===== src/rtl/nses_pkg.sv =====
// shared types and constants for the nearest smaller value block
package nses_pkg;

    localparam int MAX_LEN      = 64;
    localparam int HEIGHT_WIDTH = 32;
    localparam int IDX_W        = $clog2(MAX_LEN);
    localparam int CNT_W        = IDX_W + 1;
    localparam int OUT_IDX_W    = 7;
    localparam logic [OUT_IDX_W-1:0] NO_INDEX = 7'h7f;

    typedef enum logic [3:0] {
        ST_IDLE,
        ST_LPOP_RD,
        ST_LPOP_CMP,
        ST_RSETUP,
        ST_RPOP_RD,
        ST_RPOP_CMP,
        ST_EMIT_RD,
        ST_EMIT_HT,
        ST_EMIT_OUT
    } nses_state_t;

    typedef struct packed {
        logic load;         // capture input item
        logic lpop_rd;      // read height of left stack top
        logic lpop;         // pop left stack
        logic lpush;        // store item, push index
        logic drop;         // overflowed item
        logic rstart;       // init right pass
        logic rpop_rd;
        logic rpop;
        logic rpush;
        logic emit_rd;      // read left/right/heights for position
        logic emit_ht;
        logic emit_out;     // load output register
        logic finish;       // clear counts
    } nses_cmd_t;

    typedef struct packed {
        logic full;
        logic lstack_empty;
        logic lpop_hit;     // top height >= new key
        logic rstack_empty;
        logic rpop_hit;
        logic rdone;        // right pass finished
        logic edone;        // last position emitted
        logic is_last;
        logic out_busy;
    } nses_stat_t;

endpackage


===== src/rtl/nses_ctrl.sv =====
// sequencing state machine for load, right pass and emission
module nses_ctrl (
    input  logic                 clk,
    input  logic                 rst_n,
    input  logic                 in_fire,
    input  nses_pkg::nses_stat_t stat,
    output logic                 in_ready,
    output nses_pkg::nses_cmd_t  cmd
);

    nses_pkg::nses_state_t state_reg, state_next;

    always_ff @(posedge clk or negedge rst_n)
    begin
        if (!rst_n)
        begin
            state_reg <= nses_pkg::ST_IDLE;
        end
        else
        begin
            state_reg <= state_next;
        end
    end

    always_comb
    begin
        state_next = state_reg;
        cmd        = '0;
        in_ready   = 1'b0;
        unique case (state_reg)
            nses_pkg::ST_IDLE:
            begin
                in_ready = 1'b1;
                if (in_fire)
                begin
                    cmd.load = 1'b1;
                    if (stat.full)
                    begin
                        cmd.drop = 1'b1;
                        state_next = nses_pkg::ST_LPOP_CMP;
                    end
                    else
                    begin
                        state_next = nses_pkg::ST_LPOP_RD;
                    end
                end
            end
            nses_pkg::ST_LPOP_RD:
            begin
                if (stat.lstack_empty)
                begin
                    cmd.lpush = 1'b1;
                    state_next = stat.is_last ? nses_pkg::ST_RSETUP : nses_pkg::ST_IDLE;
                end
                else
                begin
                    cmd.lpop_rd = 1'b1;
                    state_next = nses_pkg::ST_LPOP_CMP;
                end
            end
            nses_pkg::ST_LPOP_CMP:
            begin
                if (stat.full)
                begin
                    // dropped item: only the end marker matters
                    state_next = stat.is_last ? nses_pkg::ST_RSETUP : nses_pkg::ST_IDLE;
                end
                else if (stat.lpop_hit)
                begin
                    cmd.lpop = 1'b1;
                    state_next = nses_pkg::ST_LPOP_RD;
                end
                else
                begin
                    cmd.lpush = 1'b1;
                    state_next = stat.is_last ? nses_pkg::ST_RSETUP : nses_pkg::ST_IDLE;
                end
            end
            nses_pkg::ST_RSETUP:
            begin
                cmd.rstart = 1'b1;
                state_next = nses_pkg::ST_RPOP_RD;
            end
            nses_pkg::ST_RPOP_RD:
            begin
                if (stat.rdone)
                begin
                    state_next = nses_pkg::ST_EMIT_RD;
                end
                else if (stat.rstack_empty)
                begin
                    cmd.rpush = 1'b1;
                end
                else
                begin
                    cmd.rpop_rd = 1'b1;
                    state_next = nses_pkg::ST_RPOP_CMP;
                end
            end
            nses_pkg::ST_RPOP_CMP:
            begin
                if (stat.rpop_hit)
                begin
                    cmd.rpop = 1'b1;
                end
                else
                begin
                    cmd.rpush = 1'b1;
                end
                state_next = nses_pkg::ST_RPOP_RD;
            end
            nses_pkg::ST_EMIT_RD:
            begin
                if (stat.edone)
                begin
                    cmd.finish = 1'b1;
                    state_next = nses_pkg::ST_IDLE;
                end
                else
                begin
                    cmd.emit_rd = 1'b1;
                    state_next = nses_pkg::ST_EMIT_HT;
                end
            end
            nses_pkg::ST_EMIT_HT:
            begin
                cmd.emit_ht = 1'b1;
                state_next = nses_pkg::ST_EMIT_OUT;
            end
            nses_pkg::ST_EMIT_OUT:
            begin
                if (!stat.out_busy)
                begin
                    cmd.emit_out = 1'b1;
                    state_next = nses_pkg::ST_EMIT_RD;
                end
            end
            default:
            begin
                state_next = nses_pkg::ST_IDLE;
            end
        endcase
    end

endmodule


===== config.mk =====
export PLATFORM = sky130hd
export DESIGN_NAME = nses_ctrl
export DESIGN_NICKNAME = d
export VERILOG_FILES = /design/src/rtl/nses_pkg.sv /design/src/rtl/nses_ctrl.sv
export SDC_FILE = /design/constraint.sdc
export NUM_CORES = 1
export LEC_CHECK = 0
export CORE_AREA = 4 4 41 43
export DETAILED_ROUTE_END_ITERATION = 12
export DIE_AREA = 0 0 45 47
export DONT_BUFFER_PORTS = 1
export GPL_TIMING_DRIVEN = 0
export PLACE_DENSITY = 0.5
export SLEW_MARGIN = 10
export SYNTH_ARGS = -nofsm -noshare
export SYNTH_HDL_FRONTEND = slang
export SYNTH_SLANG_ARGS = --single-unit

===== constraint.sdc =====
create_clock -name clk -period 2.3 [get_ports clk]
set_input_delay 0.46 -clock clk [delete_from_list [all_inputs] [get_ports clk]]
set_output_delay 0.46 -clock clk [all_outputs]
set_load 0.02 [all_outputs]

==> impl_metrics.tcl <==
set metrics [dict create \
    status "finished, final reports clean" \
    clk_pin_slew_worst_paths_ps 40 \
    ys.warnings.count 0 \
    crit_path_cell_trace "buf_2 > nand2b_1 > o31ai_1" \
    critPathTopFamily "compound AO/OA/AOI/OAI gates" \
    core_area_sq_mm 0.001301 \
    ys.flop_type "dfrtp_1" \
    ys_seq_area_frac 0.2083 \
    start_kind "flop" \
    total_power_mw 0.7070 \
    worst_pin_slew_ps 704.4 \
    endpoint_kind "primary output" \
    drc 0 \
    finalClockSkew_ps 0.2310 \
    hold_end "state_reg[3]" \
    finalHoldViolCount 0 \
    crit_required_ps 1840 \
    drtIter0Drc 4 \
    hpwlAfterDp_um 1026 \
    numCtsBuffers 3 \
    max_stage_delay_ps 660 \
    rsz0062_at_grt "false" \
    drive_gt1_frac 0.3030 \
    max_slew_margin 0.5264 \
    rows 13 \
    fmax_mhz 456.8 \
    finalNetCount 80 \
    rr_endpoint "state_reg[3]" \
    fp.dieH_um 47 \
    whs_path_depth 1 \
    power.density_mw_per_mm2 1299 \
    synth.avg_cell_area_sq_um 7.749 \
    fin_setup_tns_ps 0 \
    antenna_left 0 \
    ys_types 31 \
    drv_slew 0 \
    cp_num_buf_inv 1 \
    n_antenna_cell 0 \
    die_area_sq_mm 0.002115 \
    top_usage_layer "met2" \
    min_path_type "in2reg" \
    switching_share 0.5148 \
    grt_overflow 0 \
    drv_cap 0 \
    rr_worst_depth 4 \
    fin_crit_ps 2189 \
    initial_core_util 0.3692 \
    layout_common_cells "nor2_1 (7), nor3_1 (6), dfrtp_1 (4)" \
    critical_path_class "reg2out" \
    r2r_start "state_reg[3]" \
    p_switching_mw 0.3639 \
    met3_usage 0.003831 \
    grt_max_degree 11 \
    vias_per_cell 5.654 \
    final_common_cell "nor2_1" \
    synth_edf_count 0 \
    postSynthCellCount 62 \
    leakage_nw 0.2179 \
    cts_buffer_depth 2 \
    synth_nets 74 \
    ctsRootBufferMaster "clkbuf_4" \
    cts_tree "done" \
    die_x_um 45 \
    vdd_ir_drop_max_mv 0.4741 \
    power_frac_comb 0.721 \
    port_buffers 0 \
    use_met2 0.2175 \
    clk_latency_ps 230 \
    antenna_found_initial 0 \
    post-route-period-util 0.9518 \
    hp-start "stat[0]" \
    grt_pass1_wl_um 1807 \
    area_growth_syn_to_layout_pct 13.28 \
    cts_num_sinks 4 \
    totalWireLength_um 1238 \
    largest_reg_flops 4 \
    synth_area_sq_um 480.5 \
    ys_ff_latch 4 \
    p_int_mw 0.3431 \
    grt_pass1_vias 424 \
    path_max_fanout 10 \
    wire_per_inst_um 15.28 \
    vias 458 \
    grt_usage 0.1182 \
    met1_usage 0.1356 \
    cp.arrival_ps 1730 \
    cts.htree.levels 1 \
    ys_async_sr_fraction 1.000 \
    drtPass1Iterations 4 \
    finalSetupViolCount 0 \
    io_pins 26 \
    globalplace.congestion 0.7195 \
    crit_path_start "state_reg[3]" \
    r2r_setup_slack_ps 820 \
    crit_path_top_delay_cell "o31ai_1" \
    seqPwrFrac 0.159 \
    p_clk_frac 0.119 \
]
[cell usage after synthesis, drive strengths merged (2+ instances only)]
master	count	share of area
a21oi	5	0.068
a31o	2	0.036
a32oi	2	0.036
buf	5	0.078
dfrtp	4	0.21
inv	3	0.023
mux2	2	0.047
nand2	2	0.021
nand2b	3	0.039
nor2	7	0.055
nor2b	2	0.026
nor3	8	0.10
o21ai	3	0.031
or2	2	0.026
[power by group through the flow]
stage                     Clock [mW]  Combinational (mW)  Sequential, mW
after floorplan                    0               0.425           0.111
after global placement             0               0.500           0.113
after detailed placement           0               0.500           0.114
after CTS                     0.0907               0.506           0.113
after global routing          0.0958               0.558           0.117
final                         0.0845               0.510           0.113
[routing by layer]
layer | vias up | wire length, um
met3 | 0 | 69
met2 | 12 | 660
li1 | 237 | -
met1 | 209 | 508
met5 | - | 0
met4 | 0 | 0
[how the worst max path moves through the flow]
stage | endpoint | slack (ps) | depth (start not counted)
6_report | cmd[4] | 110 | 3
5_1_grt | cmd[4] | 30 | 3
4_1_cts | cmd[8] | 30 | 4
3_5_place_dp | cmd[6] | 240 | 3
3_3_place_gp | cmd[6] | 250 | 3
2_1_floorplan | cmd[6] | 350 | 3
[timing repair]
item                                    CTS  global route
hold buffers                              1             0
endpoints found under the hold margin     4             0
endpoints found under the setup margin    1             1
resized for setup                         1             1
setup buffers                             0             0
[cells by family after synthesis]
family,Yosys count,synth area share
buffers and inverters,8,0.1015
AND/OR/NAND/NOR,31,0.3933
flip-flops,4,0.2083
AO/OA/AOI/OAI,17,0.2500
multiplexers,2,0.04687
[metrics by stage]
step / cells / util / setup slack [ps] / cell area (sq um) / hold WS, ps
global route: 81 / 0.4183 / 30.06 / 544.3 / 388.8
global placement: 77 / 0.3837 / 248.1 / 499.2 / 164.5
detailed placement: 77 / 0.3837 / 244.0 / 499.2 / 164.5
floorplan: 62 / - / 346.4 / 480.5 / 164.4
finish: 81 / 0.4183 / 110.8 / 544.3 / 394.1
CTS: 81 / 0.4135 / 29.39 / 538.0 / 387.9
[layout make-up]
type	count	area, sq um
plain buffers	5	37.54
repair buffers	1	10.01
multi-input cells	50	344.1
fillers	152	757.0
flip-flops and latches	4	100.1
inverters	3	11.26
clock buffers	3	22.52
well taps	15	18.77
Note: power is estimated with default switching activity, not from simulation.
